**src/design/pni_pkg.sv**
```systemverilog
// ----------------------------------------------------------------------------
// pni_pkg
// shared types and register indexes of the polynomial newton inverter
// ----------------------------------------------------------------------------
package pni_pkg;

	localparam int NUM_COEFF_REGS = 5;

	typedef enum logic [2:0] {
		REG_COUNT   = 3'd0,
		REG_COEFF0  = 3'd1,
		REG_COEFF1  = 3'd2,
		REG_COEFF2  = 3'd3,
		REG_COEFF3  = 3'd4,
		REG_COEFF4  = 3'd5,
		REG_TOL     = 3'd6,
		REG_LIMIT   = 3'd7
	} reg_idx_t;

	typedef struct packed {
		logic [31:0] corrected_sample;
		logic [7:0]  iterations_used;
		logic        converged;
		logic        derivative_zero;
	} result_t;

	typedef struct packed {
		logic start;
		logic busy;
	} div_ctrl_t;

endpackage

```
**src/design/pni_if.sv**
```systemverilog
// ----------------------------------------------------------------------------
// pni_in_if / pni_out_if
// valid/ready channels carrying sample and result beats
// ----------------------------------------------------------------------------
interface pni_in_if;
	logic               valid;
	logic               ready;
	logic signed [31:0] distorted_sample;
	modport source (output valid, output distorted_sample, input ready);
	modport sink   (input valid, input distorted_sample, output ready);
endinterface

interface pni_out_if;
	logic               valid;
	logic               ready;
	logic signed [31:0] corrected_sample;
	logic [7:0]         iterations_used;
	logic               converged;
	logic               derivative_zero;
	modport source (output valid, output corrected_sample, output iterations_used,
		output converged, output derivative_zero, input ready);
	modport sink   (input valid, input corrected_sample, input iterations_used,
		input converged, input derivative_zero, output ready);
endinterface

```
**src/design/pni_div.sv**
```systemverilog
// ----------------------------------------------------------------------------
// pni_div
// radix-2 restoring divider, signed quotient truncated toward zero
// ----------------------------------------------------------------------------
module pni_div #(
	parameter int NW = 56,
	parameter int DW = 32
) (
	input  logic                 clk,
	input  logic                 arst_n,
	input  logic                 start,
	input  logic signed [NW-1:0] num,
	input  logic signed [DW-1:0] den,
	output logic                 done,
	output logic signed [NW:0]   quo
);
	localparam int CW = $clog2(NW + 1);

	logic [NW-1:0] nq_q;
	logic [DW:0]   rem_q;
	logic [DW:0]   dm_q;
	logic [CW-1:0] cnt_q;
	logic          busy_q, neg_q;
	logic [DW+1:0] trial;
	logic [DW:0]   shifted;

	assign shifted = {rem_q[DW-1:0], nq_q[NW-1]};
	assign trial   = {1'b0, shifted} - {1'b0, dm_q};

	always_ff @(posedge clk or negedge arst_n) begin
		if (!arst_n) begin
			busy_q <= 1'b0;
			done   <= 1'b0;
			cnt_q  <= '0;
		end else begin
			done <= 1'b0;
			if (start) begin
				busy_q <= 1'b1;
				cnt_q  <= CW'(NW);
				nq_q   <= num[NW-1] ? NW'(-num) : NW'(num);
				dm_q   <= den[DW-1] ? (DW+1)'(-$signed({den[DW-1], den}))
					: {1'b0, den};
				neg_q  <= num[NW-1] ^ den[DW-1];
				rem_q  <= '0;
			end else if (busy_q) begin
				if (!trial[DW+1]) begin
					rem_q <= trial[DW:0];
					nq_q  <= {nq_q[NW-2:0], 1'b1};
				end else begin
					rem_q <= shifted;
					nq_q  <= {nq_q[NW-2:0], 1'b0};
				end
				cnt_q <= cnt_q - 1'b1;
				if (cnt_q == CW'(1)) begin
					busy_q <= 1'b0;
					done   <= 1'b1;
				end
			end
		end
	end

	assign quo = neg_q ? -$signed({1'b0, nq_q}) : $signed({1'b0, nq_q});
endmodule

```
**src/design/polynomial_newton_inverter.sv**
```systemverilog
// ----------------------------------------------------------------------------
// polynomial_newton_inverter
// newton inversion of y = z + sum c_k z^(k+2), q8.24 fixed point
// ----------------------------------------------------------------------------
// channels: smp (sink) takes one distorted sample per beat, res (source)
// returns one beat with the corrected sample, iteration count and flags.
// configuration through cfg_we / cfg_index / cfg_data while idle.
// one iteration: a setup state, then per coefficient the shared 32x32 multiplier
// forms the power, coefficient times power and coefficient times previous
// power, then the bit-serial divider runs (start, 56 steps, done) and an
// update state follows.
// an iteration that stops on a zero derivative does not wait for the divider.
// one sample at a time: smp.ready is low from acceptance until the result
// beat has been taken, and returns in the cycle after that beat.
// if res.ready is low the result holds in its register.
// reset clears the registers to count 0, coefficients 0, tolerance 17,
// limit 32, and empties the block.
// ----------------------------------------------------------------------------
module polynomial_newton_inverter #(
	parameter int MAX_COEFFS = 5,
	parameter int FRAC_BITS  = 24
) (
	input  logic        clk,
	input  logic        arst_n,
	input  logic        cfg_we,
	input  logic [2:0]  cfg_index,
	input  logic [31:0] cfg_data,
	pni_in_if.sink      smp,
	pni_out_if.source   res
);
	import pni_pkg::*;

	localparam int NLIM = (MAX_COEFFS < NUM_COEFF_REGS) ? MAX_COEFFS : NUM_COEFF_REGS;
	localparam int NUMW = 32 + FRAC_BITS;
	localparam int AW   = 70 - FRAC_BITS;

	typedef enum logic [2:0] {S_IDLE, S_INIT, S_POW, S_FMUL, S_DMUL, S_DIV, S_UPD,
		S_OUT} state_t;

	state_t             state_q;
	logic [2:0]         count_q;
	logic signed [31:0] coef_q [NUM_COEFF_REGS];
	logic [30:0]        tol_q;
	logic [7:0]         limit_q;
	logic signed [31:0] y_q, z_q, p_q, pn_q;
	logic signed [AW-1:0] f_q, d_q;
	logic [2:0]         k_q, n_q;
	logic [7:0]         used_q;
	logic               start_q;
	result_t            res_q;

	logic signed [31:0] ma, mb;
	logic signed [63:0] prod;
	logic signed [63:0] rnd;
	logic signed [31:0] sat_rnd, fs, ds, znew;
	logic signed [NUMW:0] q;
	logic signed [NUMW+1:0] zdiff;
	logic signed [33:0] dz;
	logic [33:0]        adz;
	logic               div_done;

	function automatic logic signed [31:0] sat(input logic signed [63:0] v);
		if (v > 64'sd2147483647) return 32'sh7fffffff;
		if (v < -64'sd2147483648) return 32'sh80000000;
		return v[31:0];
	endfunction

	always_comb begin
		unique case (state_q)
			S_POW:   begin ma = p_q; mb = z_q; end
			S_FMUL:  begin ma = coef_q[k_q]; mb = pn_q; end
			default: begin ma = coef_q[k_q]; mb = p_q; end
		endcase
	end

	assign prod    = ma * mb;
	assign rnd     = (prod + (64'sd1 <<< (FRAC_BITS - 1))) >>> FRAC_BITS;
	assign sat_rnd = sat(rnd);
	assign fs      = sat(64'(f_q));
	assign ds      = sat(64'(d_q));
	assign zdiff   = (NUMW+2)'(z_q) - (NUMW+2)'(q);
	assign znew    = sat(64'(zdiff));
	assign dz      = 34'(znew) - 34'(z_q);
	assign adz     = dz[33] ? 34'(-dz) : 34'(dz);

	pni_div #(.NW(NUMW), .DW(32)) u_div (
		.clk(clk), .arst_n(arst_n), .start(start_q),
		.num(NUMW'(fs) <<< FRAC_BITS), .den(ds), .done(div_done), .quo(q)
	);

	always_ff @(posedge clk or negedge arst_n) begin
		if (!arst_n) begin
			count_q <= '0;
			for (int i = 0; i < NUM_COEFF_REGS; i++) coef_q[i] <= '0;
			tol_q   <= 31'd17;
			limit_q <= 8'd32;
		end else if (cfg_we) begin
			unique case (reg_idx_t'(cfg_index))
				REG_COUNT:  count_q   <= cfg_data[2:0];
				REG_COEFF0: coef_q[0] <= cfg_data;
				REG_COEFF1: coef_q[1] <= cfg_data;
				REG_COEFF2: coef_q[2] <= cfg_data;
				REG_COEFF3: coef_q[3] <= cfg_data;
				REG_COEFF4: coef_q[4] <= cfg_data;
				REG_TOL:    tol_q     <= cfg_data[30:0];
				REG_LIMIT:  limit_q   <= cfg_data[7:0];
			endcase
		end
	end

	always_ff @(posedge clk or negedge arst_n) begin
		if (!arst_n) begin
			state_q <= S_IDLE;
			start_q <= 1'b0;
		end else begin
			start_q <= 1'b0;
			unique case (state_q)
				S_IDLE: if (smp.valid) begin
					y_q     <= smp.distorted_sample;
					z_q     <= '0;
					used_q  <= '0;
					n_q     <= (count_q > 3'(NLIM)) ? 3'(NLIM) : count_q;
					state_q <= S_INIT;
				end
				S_INIT: begin
					f_q    <= AW'(y_q) - AW'(z_q);
					d_q    <= -(AW'(1) <<< FRAC_BITS);
					p_q    <= z_q;
					k_q    <= '0;
					used_q <= used_q + 1'b1;
					if (n_q == 3'd0) begin
						state_q <= S_DIV;
						start_q <= 1'b1;
					end else state_q <= S_POW;
				end
				S_POW: begin
					pn_q    <= sat_rnd;
					state_q <= S_FMUL;
				end
				S_FMUL: begin
					f_q     <= f_q - AW'(rnd);
					state_q <= S_DMUL;
				end
				S_DMUL: begin
					d_q <= d_q - AW'(rnd) * AW'({1'b0, k_q} + 4'd2);
					p_q <= pn_q;
					k_q <= k_q + 1'b1;
					if (k_q + 1'b1 == n_q) begin
						state_q <= S_DIV;
						start_q <= 1'b1;
					end else state_q <= S_POW;
				end
				S_DIV: begin
					if (ds == 0) begin
						res_q   <= '{z_q, used_q, 1'b0, 1'b1};
						state_q <= S_OUT;
					end else if (div_done && !start_q) state_q <= S_UPD;
				end
				S_UPD: begin
					z_q <= znew;
					if (adz <= 34'(tol_q)) begin
						res_q   <= '{znew, used_q, 1'b1, 1'b0};
						state_q <= S_OUT;
					end else if (used_q >= ((limit_q == 0) ? 8'd1 : limit_q)) begin
						res_q   <= '{znew, used_q, 1'b0, 1'b0};
						state_q <= S_OUT;
					end else state_q <= S_INIT;
				end
				S_OUT: if (res.ready) state_q <= S_IDLE;
				default: state_q <= S_IDLE;
			endcase
		end
	end

	assign smp.ready            = (state_q == S_IDLE);
	assign res.valid            = (state_q == S_OUT);
	assign res.corrected_sample = res_q.corrected_sample;
	assign res.iterations_used  = res_q.iterations_used;
	assign res.converged        = res_q.converged;
	assign res.derivative_zero  = res_q.derivative_zero;

`ifndef ASSERT_OFF
	a_flags: assert property (@(posedge clk) disable iff (!arst_n)
		res.valid |-> !(res.converged && res.derivative_zero))
		else $error("both flags set");
	a_used: assert property (@(posedge clk) disable iff (!arst_n)
		res.valid |-> res.iterations_used != 8'd0)
		else $error("zero iterations reported");
	a_excl: assert property (@(posedge clk) disable iff (!arst_n)
		!(smp.ready && res.valid))
		else $error("ready while result pending");
`endif
endmodule
```
**src/flat_wrapper.sv**
```systemverilog
// flat-port wrapper written by rule: the top's interface ports become plain ports
module polynomial_newton_inverter_flat import pni_pkg::*;
#(
	parameter int MAX_COEFFS = 5,
	parameter int FRAC_BITS  = 24
)
  (clk, arst_n, cfg_we, cfg_index, cfg_data, smp_valid, smp_distorted_sample, smp_ready, res_valid, res_corrected_sample, res_iterations_used, res_converged, res_derivative_zero, res_ready);
  pni_in_if smp_i ();
  pni_out_if res_i ();
  input  logic clk;
  input  logic arst_n;
  input  logic cfg_we;
  input  logic [2:0] cfg_index;
  input  logic [31:0] cfg_data;
  input wire logic [$bits(smp_i.valid)-1:0] smp_valid;
  input wire logic [$bits(smp_i.distorted_sample)-1:0] smp_distorted_sample;
  output wire logic [$bits(smp_i.ready)-1:0] smp_ready;
  output wire logic [$bits(res_i.valid)-1:0] res_valid;
  output wire logic [$bits(res_i.corrected_sample)-1:0] res_corrected_sample;
  output wire logic [$bits(res_i.iterations_used)-1:0] res_iterations_used;
  output wire logic [$bits(res_i.converged)-1:0] res_converged;
  output wire logic [$bits(res_i.derivative_zero)-1:0] res_derivative_zero;
  input wire logic [$bits(res_i.ready)-1:0] res_ready;
  assign smp_i.valid = smp_valid;
  assign smp_i.distorted_sample = smp_distorted_sample;
  assign smp_ready = smp_i.ready;
  assign res_valid = res_i.valid;
  assign res_corrected_sample = res_i.corrected_sample;
  assign res_iterations_used = res_i.iterations_used;
  assign res_converged = res_i.converged;
  assign res_derivative_zero = res_i.derivative_zero;
  assign res_i.ready = res_ready;
  polynomial_newton_inverter #(.MAX_COEFFS(MAX_COEFFS), .FRAC_BITS(FRAC_BITS)) u_core (.clk(clk), .arst_n(arst_n), .cfg_we(cfg_we), .cfg_index(cfg_index), .cfg_data(cfg_data), .smp(smp_i), .res(res_i));
endmodule
```
**config.mk**
```make
export PLATFORM = sky130hd
export DESIGN_NAME = polynomial_newton_inverter_flat
export DESIGN_NICKNAME = d
export VERILOG_FILES = /design/src/design/pni_pkg.sv /design/src/design/pni_if.sv /design/src/design/pni_div.sv /design/src/design/polynomial_newton_inverter.sv /design/src/flat_wrapper.sv
export SDC_FILE = /design/constraint.sdc
export NUM_CORES = 2
export LEC_CHECK = 0
export ABC_AREA = 1
export BUFFER_PORTS_ARGS = -buffer_cell sky130_fd_sc_hd__buf_4
export CORE_AREA = 2 2 433 521
export DETAILED_ROUTE_END_ITERATION = 8
export DIE_AREA = 0 0 435 523
export PLACE_DENSITY = 0.68
export SYNTH_ARGS = -nofsm -noshare
export SYNTH_HDL_FRONTEND = slang
export SYNTH_HIERARCHICAL = 1
export SYNTH_SLANG_ARGS = --single-unit
```
**constraint.sdc**
```tcl
create_clock -name clk -period 16.7 [get_ports clk]
set_input_delay 0 -clock clk [delete_from_list [all_inputs] [get_ports clk]]
set_output_delay 0 -clock clk [all_outputs]
set_load 0.01 [all_outputs]
```
# ---- Yosys cells after proc, flatten, opt, wreduce, memory -nomap -nowiden
# Cells that the tools add are included.
# Widths: inputs -> output; s select.
dict set report word_totals {
  regBits 613
  output_inout_bits 44
  inputBits 72
  word_cells 189
}
dict set report classes {
  mul 2
  bitwise 2
  eq_ne 21
  add_sub_neg 15
  reduce_logical 31
  mux 75
  order_cmp 12
}
# cell count
set op_table {}
lappend op_table {{$mux 32} 20}
lappend op_table {{$pmux 32 s2} 3}
lappend op_table {{$pmux 46 s2} 2}
lappend op_table {{$mux 56} 3}
lappend op_table {{$mux 42} 3}
lappend op_table {{$bmux 32 s3} 1}
lappend op_table {{$gt 46x32->1 const B} 2}
lappend op_table {{$lt 46x32->1 const B} 2}
lappend op_table {{$pmux 42 s2} 1}
lappend op_table {{$mux 33} 2}
lappend op_table {{$sub 32x32->33} 2}
lappend op_table {{$add 64x25->64 const B} 1}
lappend op_table {{$mul 32x32->64} 1}
lappend op_table {{$gt 58x32->1 const B} 1}
lappend op_table {{$lt 58x32->1 const B} 1}
lappend op_table {{$sub 32x57->58} 1}
lappend op_table {{$mux 57} 1}
lappend op_table {{$neg 56->57} 1}
lappend op_table {{$neg 56->56} 1}
lappend op_table {{$sub 46x40->46} 1}
lappend op_table {{$sub 46x46->46} 1}
lappend op_table {{$mul 40x5->45} 1}
lappend op_table {{$gt 40x32->1 const B} 1}
lappend op_table {{$lt 40x32->1 const B} 1}
lappend op_table {{40 further kinds} 104}

# ---- Depth between registers and ports, before layout
dict set report depth {
  ltp_word 14
  ltp_mapped 72
  ltp_nobuf 70
}

# ---- Modules after synthesis
# The synthesis kept the hierarchy.
# module seq_area_each_um2 area_per_inst_um2 cells_per_inst n_inst
set by_module_without_submodules {}
lappend by_module_without_submodules {polynomial_newton_inverter 13446.6 78036.1 10248 1}
lappend by_module_without_submodules {pni_div 3863.7 12801.0 1995 1}

# ---- Worst setup path after synthesis
# OpenSTA, ideal clock, no wires.
dict set report synth_timing {
  kind {reg2reg}
  startpoint {reg u_core.k_q[0]}
  endpoint {reg u_core.d_q[41], data pin}
  setup_ps 262
  arrival_ps 11992
  slack_ps 4446
  path_stages_with_launch 50
  synth_period_minus_slack_ps 12254
  n_path_buf 4
  required_time_ps 16438
  path_cell_list {edfxtp_1 > buf_6 > clkbuf_1 > o21ai_0 > o22ai_1 > a221o_1 > o21ai_0 > clkbuf_1 > clkbuf_1 > nor2_1 > fa_1 > inv_1 > fa_1 > inv_1 > fa_1 > inv_1 > fa_1 > fa_1 > [... 14 more ...] > nand2_1 > inv_1 > nand2_1 > fa_1 > fa_1 > inv_1 > fa_1 > inv_1 > ha_1 > a21oi_1 > inv_1 > a31oi_1 > o21ai_0 > nor2_1 > nand3_1 > a311o_1 > a21oi_1 > o21ai_0}
}
dict set report synth_via {
  elab_chain_len 10
  word_cells_on_any_way 11
  cone_classes {add/sub: 3; mul: 2; mux: 5; bitwise: 1}
}
# element line_no
set synth_lines {}
lappend synth_lines {{start: declaration} polynomial_newton_inverter.sv:47} ;# logic [2:0] k_q, n_q;
lappend synth_lines {{start signal: assignment} polynomial_newton_inverter.sv:147} ;# k_q <= k_q + 1'b1;
lappend synth_lines {{$not 3->4 (not written as such)} {polynomial_newton_inverter.sv:71, polynomial_newton_inverter.sv:72}}
lappend synth_lines {{$bmux 32 s3} {polynomial_newton_inverter.sv:71, polynomial_newton_inverter.sv:72}}
lappend synth_lines {{$mux 32 (not written as such) (2 in a row)} {polynomial_newton_inverter.sv:71, polynomial_newton_inverter.sv:72}}
lappend synth_lines {{$mux 32} --}
lappend synth_lines {{$mul 32x32->64} polynomial_newton_inverter.sv:76} ;# assign prod = ma * mb;
lappend synth_lines {{$add 64x25->64} polynomial_newton_inverter.sv:77} ;# assign rnd = (prod + (64'sd1 <<< (FRAC_BITS - 1))) >>> FRAC_BITS;
lappend synth_lines {{$mul 40x5->45 (*)} polynomial_newton_inverter.sv:145} ;# d_q <= d_q - AW'(rnd) * AW'({1'b0, k_q} + 4'd2);
lappend synth_lines {{$sub 46x46->46 (*)} polynomial_newton_inverter.sv:145}
lappend synth_lines {{$pmux 46 s2 (*)} polynomial_newton_inverter.sv:117} ;# unique case (state_q)
lappend synth_lines {{end signal: assignment} polynomial_newton_inverter.sv:127} ;# d_q <= -(AW'(1) <<< FRAC_BITS);
lappend synth_lines {{end signal: assignment} polynomial_newton_inverter.sv:145}
lappend synth_lines {{end: declaration} polynomial_newton_inverter.sv:46} ;# logic signed [AW-1:0] f_q, d_q;
# Every way passes the cells marked *; elsewhere a longest branch is shown, timed or not. The select of a mux whose other input is x is not followed.
# A chain may end at the register's enable or synchronous reset.

# ---- Final worst setup path
dict set report layout_timing {
  startpoint {reg u_core.k_q[0]}
  endpoint {reg u_core.d_q[32], data pin}
}
# The elaborated chain is that of the path after synthesis.

==> impl_metrics.tcl <==
set metrics [dict create \
    routed_wl_um 333000 \
    synth_common_cells "nand2_1, inv_1, nor2_1, fa_1, o21ai_0" \
    clk_latency_ns 0.72 \
    worstMarginPinSlew_ns 1.37 \
    drive_gt1_frac 0.0541 \
    antenna_found_initial 7 \
    synth_top_cell_area_share 0.267 \
    initial_core_util 0.408 \
    grt_max_degree 165 \
    clock_skew_ns 0.0610 \
    hold_viol 0 \
    synth_top_area_cell "fa_1" \
    final_net_count 14200 \
    cts_root_buf "clkbuf_16" \
    yosysUniqueCellTypes 67 \
    worst_setup_path_end_kind "flop" \
    drc 0 \
    yosysMostFrequentCell "nand2_1" \
    critPathArrivalTime_ns 15.56 \
    synth_flop_cell "edfxtp_1" \
    dp.final_hpwl_um 272000 \
    std_cell_rows 190 \
    firstDrtPassIters 6 \
    hold_class "in -> reg" \
    grt_pass1_wl_um 503000 \
    gp_congestion 1.06 \
    syn_to_final_growth_pct 9.02 \
    start_kind "flop" \
    synth_area_leaders "fa_1, edfxtp_1, nand2_1" \
    wl_per_cell_um 21.6 \
    cp_slowest_cell "xnor2_1" \
    num_vias 81400 \
    relSlewSlack 0.0737 \
    clock_sinks 612 \
    numCtsBuffers 68 \
    port_buffers 115 \
    grt_usage 0.292 \
    grt-ovfl-total 0 \
    slew_viol_final 0 \
    syn_inst 12200 \
    yosys_warnings 6 \
    die_y_um 523 \
    cts_setup_buffers 0 \
    ant_nets 0 \
    fin_crit_sh 0.900 \
    fin_crit_ns 15.02 \
    critPathKind "reg -> reg" \
    grt_pass1_vias 82000 \
    grt_setup_unrepaired "false" \
    cts_max_path_buffers 3 \
    status "complete, no violations" \
    worst_hold_slack_ns 0.0398 \
    cap_violations 0 \
    synth-seq-cells 612 \
    syn_avg_cell_area_sq_um 7.42 \
    viasPerCell 5.28 \
    htreeDepth 3 \
    slowest_delay_ns 0.90 \
    worstPathRequired_ns 17.24 \
    clk_pin_slew_ns 0.06 \
    die_area_sq_um 228000 \
    critPathMaxFanout 48 \
    synthesis.area_sq_um 90800 \
    cpMostUsedCell "fa_1" \
    path_delay_family "adder cells" \
    critPathBufInv 13 \
    cts_tree "done" \
    ios 116 \
    synth-edff-count 398 \
    fin_tns_setup_ns 0 \
    coreArea_sq_um 223000 \
    final-setup-viol-count 0 \
    postSynth.asyncResetShare 0.350 \
    drt_iter0_markers 7439 \
    seq_area_frac_synth 0.191 \
    timing.fmax_mhz 66.6 \
    die_w_um 435 \
]
==> kinds of logic (layout without fill, tap and decap cells) <==
| logic type | count (synthesis) | in the layout | synth area share |
|---|---|---|---|
| simple gates | 5213 | 5213 | 0.236 |
| xor+xnor | 259 | 259 | 0.0252 |
| flops | 612 | 612 | 0.191 |
| other cells | 2 | 71 | 0.0000827 |
| mux | 1 | 1 | 0.000110 |
| buf+inv | 2878 | 3019 | 0.121 |
| compound gates | 1590 | 1590 | 0.0942 |
| fa+ha+maj | 1688 | 1688 | 0.333 |
==> final cells by class <==
class                      instances  area, sq um
fill                           22800       123000
multi-input combinational       8820        63000
antenna                            2         5.00
timing repair buffer             374         3080
tap                             2976         3720
sequential                       612        17300
inverter                        2524         9470
clock inverter                    32          450
clock buffer                      89         1960
==> layout by cell type (no fill, tap or decap), drive strengths merged, types with 40 or more instances in the layout <==
master       synthesis  routed
a21oi              568     568
a31oi               45      45
buf                 56     274
clkbuf             298      89
clkinv              21      40
conb                 2      69
dfrtp              211     211
dlygate4sd3          0     100
edfxtp             398     398
fa                1212    1212
ha                 476     476
inv               2503    2511
nand2             3061    3061
nand3              433     433
nand3b              44      44
nand4              102     102
nor2              1403    1403
nor3                90      90
o21a                42      42
o21ai              797     797
xnor2               80      80
xor2               179     179
==> through the flow <==
stage          std cells   util  instance area, sq um  worst slack (ns)
2_1_floorplan      12300      -                 91100              4.45
3_3_place_gp       15200  0.430                 95600              2.00
3_5_place_dp       15200  0.430                 95600              1.95
4_1_cts            15400  0.445                 99000              1.90
5_1_grt            15400  0.445                 99000             0.986
6_report           15400  0.445                 99000              1.68
==> worst reg2reg max path: cells and delay by family (launching register included) <==
| family | cells | cell delay (ns) |
|---|---|---|
| AOI/OAI and AO/OA | 13 | 2.56 |
| xor gates and xnor gates | 1 | 0.90 |
| adders and majority gates | 13 | 6.14 |
| buffers and inverters | 13 | 2.68 |
| DFF | 1 | 0.76 |
| and+or+nand+nor | 11 | 1.82 |
==> metal layers <==
| metal | vias up | global-route usage | part of all wire |
|---|---|---|---|
| met2 | 3178 | 0.488 | 0.47 |
| li1 | 37900 | - | - |
| met1 | 39500 | 0.340 | 0.37 |
| met3 | 850 | 0.0515 | 0.073 |
| met4 | 6 | 0.207 | 0.086 |
| met5 | - | 0 | 0.000099 |
==> flip-flops by register name (all words and copies together) (netlist names), 33 cells and up <==
signal             flops
u_core/u_div/dm_q     33
u_core/d_q            46
u_core/coef_q        160
u_core/f_q            46
u_core/u_div/nq_q     56
==> worst paths after layout <==
| check | startpoint | cells past startpoint | slack (ns) | to |
|---|---|---|---|---|
| setup / recovery | u_core/k_q[0] | 51 | 1.68 | u_core/d_q[32] |
| hold / removal | smp_distorted_sample[19] | 2 | 0.04 | u_core/y_q[19] |
| setup reg to reg | u_core/k_q[0] | 51 | 1.68 | u_core/d_q[32] |
| hold reg to reg | u_core/coef_q[94] | 2 | 0.48 | u_core/coef_q[94] |
| max in group asynchronous | arst_n | 4 | 15.09 | u_core/coef_q[105] |
| min in group asynchronous | arst_n | 3 | 0.23 | u_core/u_div/cnt_q[2] |
==> repair_timing <==
item | in CTS | in global routing
gates resized for setup | 0 | 0
hold buffers | 100 | 0
endpoints found under the hold margin | 413 | 0
Power is left out: the tool's default activity adds up to more than one toggle a clock period on the data nets, which glitch-free logic cannot reach.
